$ cat src/rtl/core/cli_pkg.sv
`timescale 1ns / 1ps
// ----------------------------------------------------------------------------
// Compressed integer decoder package
// Shared codes, constants and the record type that passes from the byte
// front end through the queue to the result back end.
// ----------------------------------------------------------------------------
package cli_pkg;

   // Command codes carried with each input word.
   localparam logic [1:0] CMD_UNSIGNED   = 2'd0;
   localparam logic [1:0] CMD_SIGNED     = 2'd1;
   localparam logic [1:0] CMD_TOKEN      = 2'd2;
   localparam logic [1:0] CMD_READ_EMPTY = 2'd3;

   // Encoded length of an item.
   localparam logic [1:0] FORM_ONE  = 2'd0;
   localparam logic [1:0] FORM_TWO  = 2'd1;
   localparam logic [1:0] FORM_FOUR = 2'd2;
   localparam logic [1:0] FORM_FIVE = 2'd3;

   // Configuration register indexes.
   localparam logic [1:0] REG_TYPEDEF_TAG  = 2'd0;
   localparam logic [1:0] REG_TYPEREF_TAG  = 2'd1;
   localparam logic [1:0] REG_TYPESPEC_TAG = 2'd2;
   localparam logic [1:0] REG_BASETYPE_TAG = 2'd3;

   localparam logic [31:0] TYPEDEF_TAG_RESET  = 32'h0200_0000;
   localparam logic [31:0] TYPEREF_TAG_RESET  = 32'h0100_0000;
   localparam logic [31:0] TYPESPEC_TAG_RESET = 32'h1B00_0000;
   localparam logic [31:0] BASETYPE_TAG_RESET = 32'h6400_0000;

   localparam logic [7:0] MASK_TWO_BYTE  = 8'h3F;
   localparam logic [7:0] MASK_FOUR_BYTE = 8'h1F;

   // Sign fill patterns for the shorter signed forms.
   localparam logic [31:0] SIGN_FILL_ONE  = 32'hFFFF_FFC0;
   localparam logic [31:0] SIGN_FILL_TWO  = 32'hFFFF_E000;
   localparam logic [31:0] SIGN_FILL_FOUR = 32'hF000_0000;

   localparam int unsigned QUEUE_DEPTH = 2;
   localparam int unsigned QUEUE_PTR_W = 1;
   localparam int unsigned QUEUE_CNT_W = 2;

   // One finished item, or one error, handed from front to back.
   typedef struct packed {
      logic [31:0] acc;
      logic [1:0]  mode;
      logic [1:0]  form;
      logic        err;
   } item_rec_type;

endpackage

$ cat src/rtl/core/cli_front.sv
`timescale 1ns / 1ps
// ----------------------------------------------------------------------------
// Compressed integer decoder front end
// Accepts blob bytes, classifies the prefix and assembles each item.
// ----------------------------------------------------------------------------
module cli_front import cli_pkg::*; (
   input  logic         clock,
   input  logic         reset,
   input  logic         req_valid,
   output logic         req_ready,
   input  logic [1:0]   req_command,
   input  logic [7:0]   req_byte_value,
   input  logic         req_last_in_buffer,
   input  logic         q_ready,
   output logic         q_push,
   output item_rec_type q_rec
);

   logic [31:0] acc_ff,     acc_in;
   logic [2:0]  remain_ff,  remain_in;
   logic [1:0]  mode_ff,    mode_in;
   logic [1:0]  form_ff,    form_in;
   logic        discard_ff, discard_in;
   logic        fire;
   logic [7:0]  b;

   assign req_ready = q_ready;
   assign fire      = req_valid & req_ready;
   assign b         = req_byte_value;

   always_comb begin
      acc_in     = acc_ff;
      remain_in  = remain_ff;
      mode_in    = mode_ff;
      form_in    = form_ff;
      discard_in = discard_ff;
      q_push     = 1'b0;
      q_rec      = '{acc: '0, mode: mode_ff, form: form_ff, err: 1'b1};
      if (fire) begin
         if (req_command == CMD_READ_EMPTY) begin
            remain_in  = 3'd0;
            discard_in = 1'b0;
            q_push     = 1'b1;
         end else if (discard_ff) begin
            if (req_last_in_buffer) begin
               discard_in = 1'b0;
            end
         end else if (remain_ff != 3'd0) begin
            acc_in    = {acc_ff[23:0], b};
            remain_in = remain_ff - 3'd1;
            if (remain_ff == 3'd1) begin
               q_push = 1'b1;
               q_rec  = '{acc: acc_in, mode: mode_ff, form: form_ff, err: 1'b0};
            end else if (req_last_in_buffer) begin
               remain_in = 3'd0;
               q_push    = 1'b1;
            end
         end else begin
            mode_in = req_command;
            if (!b[7]) begin
               form_in = FORM_ONE;
               acc_in  = {24'd0, b};
               q_push  = 1'b1;
               q_rec   = '{acc: acc_in, mode: req_command, form: FORM_ONE, err: 1'b0};
            end else begin
               if (!b[6]) begin
                  form_in   = FORM_TWO;
                  acc_in    = {24'd0, b & MASK_TWO_BYTE};
                  remain_in = 3'd1;
               end else if (!b[5]) begin
                  form_in   = FORM_FOUR;
                  acc_in    = {24'd0, b & MASK_FOUR_BYTE};
                  remain_in = 3'd3;
               end else if (!b[4] || req_command == CMD_SIGNED) begin
                  form_in   = FORM_FIVE;
                  acc_in    = 32'd0;
                  remain_in = 3'd4;
               end else begin
                  // Unknown prefix: report it, then drop bytes to buffer end.
                  form_in    = FORM_ONE;
                  acc_in     = 32'd0;
                  discard_in = ~req_last_in_buffer;
                  q_push     = 1'b1;
               end
               if (remain_in != 3'd0 && req_last_in_buffer) begin
                  remain_in = 3'd0;
                  q_push    = 1'b1;
               end
            end
         end
      end
   end

   always_ff @(posedge clock) begin
      if (reset) begin
         acc_ff     <= '0;
         remain_ff  <= '0;
         mode_ff    <= CMD_UNSIGNED;
         form_ff    <= FORM_ONE;
         discard_ff <= 1'b0;
      end else begin
         acc_ff     <= acc_in;
         remain_ff  <= remain_in;
         mode_ff    <= mode_in;
         form_ff    <= form_in;
         discard_ff <= discard_in;
      end
   end

   // Discarding only follows an unknown prefix, which leaves no item open.
   assert property (@(posedge clock) disable iff (reset)
      discard_ff |-> (remain_ff == 3'd0))
      else $error("front: discarding while an item is open");

   // An item never needs more than four trailing bytes.
   assert property (@(posedge clock) disable iff (reset)
      remain_ff <= 3'd4)
      else $error("front: byte count out of range");

endmodule

$ cat src/rtl/core/cli_queue.sv
`timescale 1ns / 1ps
// ----------------------------------------------------------------------------
// Compressed integer decoder record queue
// Two-entry queue that decouples the byte front end from the back end.
// ----------------------------------------------------------------------------
module cli_queue import cli_pkg::*; (
   input  logic         clock,
   input  logic         reset,
   input  logic         push,
   input  item_rec_type push_rec,
   output logic         push_ready,
   input  logic         pop,
   output logic         pop_valid,
   output item_rec_type pop_rec
);

   item_rec_type            entry_ff [QUEUE_DEPTH];
   logic [QUEUE_PTR_W-1:0]  wr_ptr_ff, wr_ptr_in;
   logic [QUEUE_PTR_W-1:0]  rd_ptr_ff, rd_ptr_in;
   logic [QUEUE_CNT_W-1:0]  count_ff,  count_in;
   logic                    do_push, do_pop;

   assign push_ready = (count_ff != QUEUE_CNT_W'(QUEUE_DEPTH));
   assign pop_valid  = (count_ff != '0);
   assign pop_rec    = entry_ff[rd_ptr_ff];
   assign do_push    = push & push_ready;
   assign do_pop     = pop & pop_valid;

   always_comb begin
      wr_ptr_in = do_push ? wr_ptr_ff + 1'b1 : wr_ptr_ff;
      rd_ptr_in = do_pop  ? rd_ptr_ff + 1'b1 : rd_ptr_ff;
      count_in  = count_ff;
      if (do_push && !do_pop) begin
         count_in = count_ff + 1'b1;
      end else if (do_pop && !do_push) begin
         count_in = count_ff - 1'b1;
      end
   end

   always_ff @(posedge clock) begin
      if (reset) begin
         wr_ptr_ff <= '0;
         rd_ptr_ff <= '0;
         count_ff  <= '0;
      end else begin
         wr_ptr_ff <= wr_ptr_in;
         rd_ptr_ff <= rd_ptr_in;
         count_ff  <= count_in;
      end
   end

   always_ff @(posedge clock) begin
      if (do_push) begin
         entry_ff[wr_ptr_ff] <= push_rec;
      end
   end

   assert property (@(posedge clock) disable iff (reset)
      count_ff <= QUEUE_CNT_W'(QUEUE_DEPTH))
      else $error("queue: occupancy above depth");

   // A record offered while the queue is full would be lost.
   assert property (@(posedge clock) disable iff (reset)
      push |-> push_ready)
      else $error("queue: push while full");

endmodule

$ cat src/rtl/core/cli_back.sv
`timescale 1ns / 1ps
// ----------------------------------------------------------------------------
// Compressed integer decoder back end
// Holds the tag registers, finishes each record and drives the result word.
// ----------------------------------------------------------------------------
module cli_back import cli_pkg::*; (
   input  logic         clock,
   input  logic         reset,
   input  logic         csr_valid,
   output logic         csr_ready,
   input  logic [1:0]   csr_index,
   input  logic [31:0]  csr_data,
   input  logic         q_valid,
   input  item_rec_type q_rec,
   output logic         q_pop,
   output logic         rsp_valid,
   input  logic         rsp_ready,
   output logic [31:0]  rsp_value,
   output logic         rsp_error,
   output logic         rsp_sticky_error
);

   logic [31:0] tag_ff [4];
   logic        seen_ff,  seen_in;
   logic        valid_ff, valid_in;
   logic [31:0] value_ff, value_in;
   logic        error_ff, error_in;
   logic        sticky_ff, sticky_in;
   logic [31:0] a;
   logic [31:0] signed_val;

   assign csr_ready = 1'b1;
   assign q_pop     = q_valid & (~valid_ff | rsp_ready);
   assign a         = q_rec.acc;

   always_comb begin
      if (q_rec.form == FORM_FIVE) begin
         signed_val = a;
      end else if (!a[0]) begin
         signed_val = a >> 1;
      end else begin
         unique case (q_rec.form)
            FORM_ONE: signed_val = (a >> 1) | SIGN_FILL_ONE;
            FORM_TWO: signed_val = (a >> 1) | SIGN_FILL_TWO;
            default:  signed_val = (a >> 1) | SIGN_FILL_FOUR;
         endcase
      end
   end

   always_comb begin
      seen_in   = seen_ff;
      valid_in  = valid_ff & ~rsp_ready;
      value_in  = value_ff;
      error_in  = error_ff;
      sticky_in = sticky_ff;
      if (q_pop) begin
         valid_in = 1'b1;
         if (q_rec.err) begin
            seen_in   = 1'b1;
            value_in  = 32'd0;
            error_in  = 1'b1;
            sticky_in = 1'b1;
         end else begin
            error_in  = 1'b0;
            sticky_in = seen_ff;
            unique case (q_rec.mode)
               CMD_SIGNED: value_in = signed_val;
               CMD_TOKEN:  value_in = seen_ff ? 32'd0 : ((a >> 2) | tag_ff[a[1:0]]);
               default:    value_in = a;
            endcase
         end
      end
   end

   always_ff @(posedge clock) begin
      if (reset) begin
         seen_ff  <= 1'b0;
         valid_ff <= 1'b0;
         tag_ff[REG_TYPEDEF_TAG]  <= TYPEDEF_TAG_RESET;
         tag_ff[REG_TYPEREF_TAG]  <= TYPEREF_TAG_RESET;
         tag_ff[REG_TYPESPEC_TAG] <= TYPESPEC_TAG_RESET;
         tag_ff[REG_BASETYPE_TAG] <= BASETYPE_TAG_RESET;
      end else begin
         seen_ff  <= seen_in;
         valid_ff <= valid_in;
         if (csr_valid && csr_ready) begin
            tag_ff[csr_index] <= csr_data;
         end
      end
   end

   always_ff @(posedge clock) begin
      value_ff  <= value_in;
      error_ff  <= error_in;
      sticky_ff <= sticky_in;
   end

   assign rsp_valid        = valid_ff;
   assign rsp_value        = value_ff;
   assign rsp_error        = error_ff;
   assign rsp_sticky_error = sticky_ff;

   assert property (@(posedge clock) disable iff (reset)
      (valid_ff && error_ff) |-> (sticky_ff && value_ff == 32'd0))
      else $error("back: error word without sticky flag or with nonzero value");

   // Only reset clears the sticky error.
   assert property (@(posedge clock) disable iff (reset)
      $past(seen_ff) && !$past(reset) |-> seen_ff)
      else $error("back: sticky error cleared");

endmodule

$ cat src/rtl/core/cli_compressed_integer_decoder_unit.sv
`timescale 1ns / 1ps
// ----------------------------------------------------------------------------
// Compressed integer decoder unit
// Decodes ECMA-335 style compressed integers, signed values and coded
// tokens from a byte stream, one byte per word.
// ----------------------------------------------------------------------------
// The unit takes one blob byte per cycle on the req_ channel and returns one
// word on the rsp_ channel for every item that ends, errors included. The
// command sent with an item's first byte selects unsigned, signed or token
// decoding; the bytes that follow ignore their command unless it reports an
// empty buffer. A result passes from the item's final byte through the
// two-entry record queue and then the output register. With rsp_ready held
// high the unit sustains one byte per cycle; when the output stalls, the
// queue absorbs two more finished items before req_ready drops. Tag
// registers are written through the csr_ channel, which is always ready,
// and must only change while the unit is idle. The sticky error flag is
// cleared by reset alone and, once set, forces token values to zero.
// ----------------------------------------------------------------------------
module cli_compressed_integer_decoder_unit import cli_pkg::*; (
   input  logic        clock,
   input  logic        reset,
   // Byte input channel.
   input  logic        req_valid,
   output logic        req_ready,
   input  logic [1:0]  req_command,
   input  logic [7:0]  req_byte_value,
   input  logic        req_last_in_buffer,
   // Result channel.
   output logic        rsp_valid,
   input  logic        rsp_ready,
   output logic [31:0] rsp_value,
   output logic        rsp_error,
   output logic        rsp_sticky_error,
   // Tag register write channel.
   input  logic        csr_valid,
   output logic        csr_ready,
   input  logic [1:0]  csr_index,
   input  logic [31:0] csr_data
);

   // Records flow from the front end into the queue and out to the back end.
   item_rec_type push_rec;
   item_rec_type pop_rec;
   logic         push;
   logic         push_ready;
   logic         pop;
   logic         pop_valid;

   // The front end tracks the open item and classifies every byte.
   cli_front u_front (
      .clock              (clock),
      .reset              (reset),
      .req_valid          (req_valid),
      .req_ready          (req_ready),
      .req_command        (req_command),
      .req_byte_value     (req_byte_value),
      .req_last_in_buffer (req_last_in_buffer),
      .q_ready            (push_ready),
      .q_push             (push),
      .q_rec              (push_rec)
   );

   // The queue lets the front end keep taking bytes while a result waits.
   cli_queue u_queue (
      .clock      (clock),
      .reset      (reset),
      .push       (push),
      .push_rec   (push_rec),
      .push_ready (push_ready),
      .pop        (pop),
      .pop_valid  (pop_valid),
      .pop_rec    (pop_rec)
   );

   // The back end applies sign extension, token tags and the sticky error.
   cli_back u_back (
      .clock            (clock),
      .reset            (reset),
      .csr_valid        (csr_valid),
      .csr_ready        (csr_ready),
      .csr_index        (csr_index),
      .csr_data         (csr_data),
      .q_valid          (pop_valid),
      .q_rec            (pop_rec),
      .q_pop            (pop),
      .rsp_valid        (rsp_valid),
      .rsp_ready        (rsp_ready),
      .rsp_value        (rsp_value),
      .rsp_error        (rsp_error),
      .rsp_sticky_error (rsp_sticky_error)
   );

endmodule
$ cat config.mk
export PLATFORM = sky130hd
export DESIGN_NAME = cli_compressed_integer_decoder_unit
export DESIGN_NICKNAME = d
export VERILOG_FILES = /design/src/rtl/core/cli_pkg.sv /design/src/rtl/core/cli_front.sv /design/src/rtl/core/cli_queue.sv /design/src/rtl/core/cli_back.sv /design/src/rtl/core/cli_compressed_integer_decoder_unit.sv
export SDC_FILE = /design/constraint.sdc
export NUM_CORES = 1
export LEC_CHECK = 0
export ABC_AREA = 1
export BUFFER_PORTS_ARGS = -buffer_cell sky130_fd_sc_hd__clkbuf_2
export CAP_MARGIN = 20
export CORE_MARGIN = 8
export CORE_UTILIZATION = 35
export DETAILED_ROUTE_END_ITERATION = 10
export PLACE_DENSITY_LB_ADDON = 0.25
export SYNTH_ARGS = -nofsm -noshare
export SYNTH_HDL_FRONTEND = slang
export SYNTH_SLANG_ARGS = --single-unit
export TNS_END_PERCENT = 20
$ cat constraint.sdc
create_clock -name clock -period 4.5 [get_ports clock]
set_input_delay 0.9 -clock clock [delete_from_list [all_inputs] [get_ports clock]]
set_output_delay 0.9 -clock clock [all_outputs]
set_load 0.01 [all_outputs]
==> results_dict.tcl <==
set metrics [dict create \
    outcome "finished, final reports clean" \
    htreeDepth 1 \
    cts_root_buf "clkbuf_16" \
    io_buffers 85 \
    dieHeight_um 205.5 \
    required_ns 4.78 \
    layout_min_cycle_time_ns 2.858 \
    cts-resized-gates 0 \
    synth_edf_count 236 \
    grt.total_usage_pct 16.38 \
    drv_cap 0 \
    synth_warnings 0 \
    wire_per_inst_um 19.48 \
    grt_setup_unrepaired "no" \
    start_util_pct 35.41 \
    reg2regPathDepth 8 \
    drt-met1-wl_um 15390 \
    final_cell_area_sq_mm 0.01448 \
    grt_overflow 0 \
    yosysUniqueCellTypes 36 \
    critPathArrivalTime_ns 3.14 \
    post-place-ws_ns 1.478 \
    die_w_um 205.5 \
    hold_class "flop to flop" \
    ys.flop_type "edfxtp_1" \
    nNetsFinal 1368 \
    grt_start_max_net_pins 85 \
    power_leakage_uw 0.005635 \
    fin_crit_sh_pct 63.51 \
    setup_ws_ns 1.642 \
    num_antenna_cells 0 \
    cts_setup_buffers 0 \
    tightestPinTransition_ns 0.9496 \
    power_density_mw_per_mm2 638.4 \
    cts_tree "done" \
    syn2layout_area_growth_pct 15.22 \
    num_io_pins 87 \
    vias 9142 \
    worstSetupPathType "flop to flop" \
    insertion_delay_ns 0.56 \
    first_pass_iters 5 \
    skew_ns 0.02594 \
    maxSlewHeadroom_pct 36.60 \
    syn_inst 1243 \
    setup_viol 0 \
    clockBufferDepth 3 \
    antenna_found_initial 0 \
    cp_max_fo 27 \
    gp_congestion 0.8201 \
    hold_path_depth 1 \
    rows 69 \
    r2r_slack_ns 1.64 \
    irDropWorstVdd_uv 412.7 \
    path_clk_slew_ns 0.06 \
    end_kind "flop" \
    finalMaxSlewViolations 0 \
    ys_seq_area_share_pct 62.61 \
    dp_hpwl_um 22840 \
    grt_pass1_wl_um 53480 \
    via_per_inst 5.087 \
    ys_seq_elements 275 \
    die_area_sq_mm 0.04222 \
    top_layer "met4" \
    hold_violations 0 \
    drtAntennaViolNets 0 \
    netlist_area_sq_mm 0.01257 \
    place_area_sq_mm 0.01341 \
    hold_ws_ns 0.4582 \
    wl_um 35010 \
    met3_length_um 2153 \
    cts.sinks 275 \
    tns_ns 0 \
    first_iter_violations 712 \
    cts_made_buffers 30 \
    cts_hold_buf 0 \
    synth-async-reset-ratio_pct 0 \
    fmax_mhz 349.9 \
    post-route-util_pct 40.81 \
    post-route-drc-count 0 \
    avgSynthCellArea_sq_um 10.11 \
    core_area_sq_mm 0.03548 \
    cp-start-kind "flop" \
    syn-num-nets 1299 \
    drive_gt1_share_pct 15.12 \
    met2_length_um 16640 \
    first_global_vias 9212 \
]
-- cell families after synthesis --
| family | after synthesis | share of synthesized area, % |
|---|---|---|
| simple gates | 497 | 16.07 |
| flops | 275 | 62.61 |
| compound gates | 232 | 11.56 |
| buf+inv | 204 | 6.910 |
| mux | 27 | 2.151 |
| fa+ha+maj | 6 | 0.5974 |
| other cells | 1 | 0.02984 |
| xor+xnor | 1 | 0.06971 |
-- sequential cells by signal, indices dropped and copies added (netlist names), 2 cells and up, named ones only --
register,cells
u_queue.count_ff,2
u_front.remain_ff,3
u_front.acc_ff,24
u_front.mode_ff,2
u_front.form_ff,2
u_queue.entry_ff,74
u_back.rsp_value,32
u_back.tag_ff,128
-- metrics by stage --
| stage | power, uW | instances |
|---|---|---|
| after global placement | 6676 | 1740 |
| after detailed placement | 6705 | 1740 |
| final | 9244 | 1797 |
| after global routing | 9785 | 1797 |
| after floorplan | 5643 | 1243 |
| after CTS | 9298 | 1796 |
-- metal layers --
metal  vias to the layer above  global-route usage [%]
li1                       4378                       -
met1                      4427                   21.88
met2                       287                   27.33
met3                        50                   2.330
met4                         0                   4.774
met5                         -                       0
-- layout make-up --
| cell class | count | area, sq um |
|---|---|---|
| tap | 461 | 576.8 |
| timing repair buffer | 108 | 630.6 |
| sequential | 275 | 7869 |
| clock buffer | 36 | 773.2 |
| fill | 3455 | 21000 |
| inverter | 133 | 499.2 |
| clock inverter | 20 | 265.3 |
| multi-input combinational | 764 | 3865 |
-- cell usage in the layout, fill, tap and decap left out, types with 33 or more instances in the layout --
| cell | n |
|---|---|
| edfxtp_1 | 236 |
| nand2_1 | 215 |
| nor2_1 | 198 |
| inv_1 | 124 |
| clkbuf_2 | 85 |
| o21ai_0 | 60 |
| nand3_1 | 56 |
| a21oi_1 | 47 |
| o211ai_1 | 46 |
| dfxtp_1 | 38 |
| a31oi_1 | 33 |
-- worst max-delay path: stages, from the launching register on --
cell and delay (ns):
dfxtp_2 0.55, inv_2 0.15, or2_2 0.29, o21ai_0 0.11, inv_1 0.08, ha_1 0.30, clkinv_1 0.64, o21ai_0 0.38
a31oi_1 0.07
-- synth_stat cells (6+ instances only) --
master    number  area, sq um
nor2_1       200        750.7
nand2_1      215        807.0
inv_1        125        469.2
a31oi_1       33        206.5
dfxtp_1       39        780.8
or2_2         18        112.6
a21oi_1       47        235.2
nand3_1       56        280.3
buf_6          6        67.56
buf_4         10        75.07
a211oi_2      11        137.6
clkbuf_1      38        142.6
o21ai_0       60        300.3
o211ai_1      46        345.3
inv_2          7        26.28
mux2i_1       27        270.3
ha_1           6        75.07
a211oi_1      12        90.09
o21ai_1       15        75.07
buf_2         16        80.08
edfxtp_1     236         7087
-- worst paths after layout --
kind,start,end
worst max-delay path,flop,u_back.rsp_value[0]
worst min-delay path,u_queue.rd_ptr_ff,u_queue.rd_ptr_ff
worst max register to register,flop,u_back.rsp_value[0]
worst min register to register,u_queue.rd_ptr_ff,u_queue.rd_ptr_ff
-- power breakdown --
part           switching, uW  total (uW)  leakage [uW]  internal (uW)
sequential               218        3550       0.00261           3330
clock                   1010        2580      0.000503           1570
combinational           2190        3120       0.00253            931
Power figures use the tool's default switching activity.
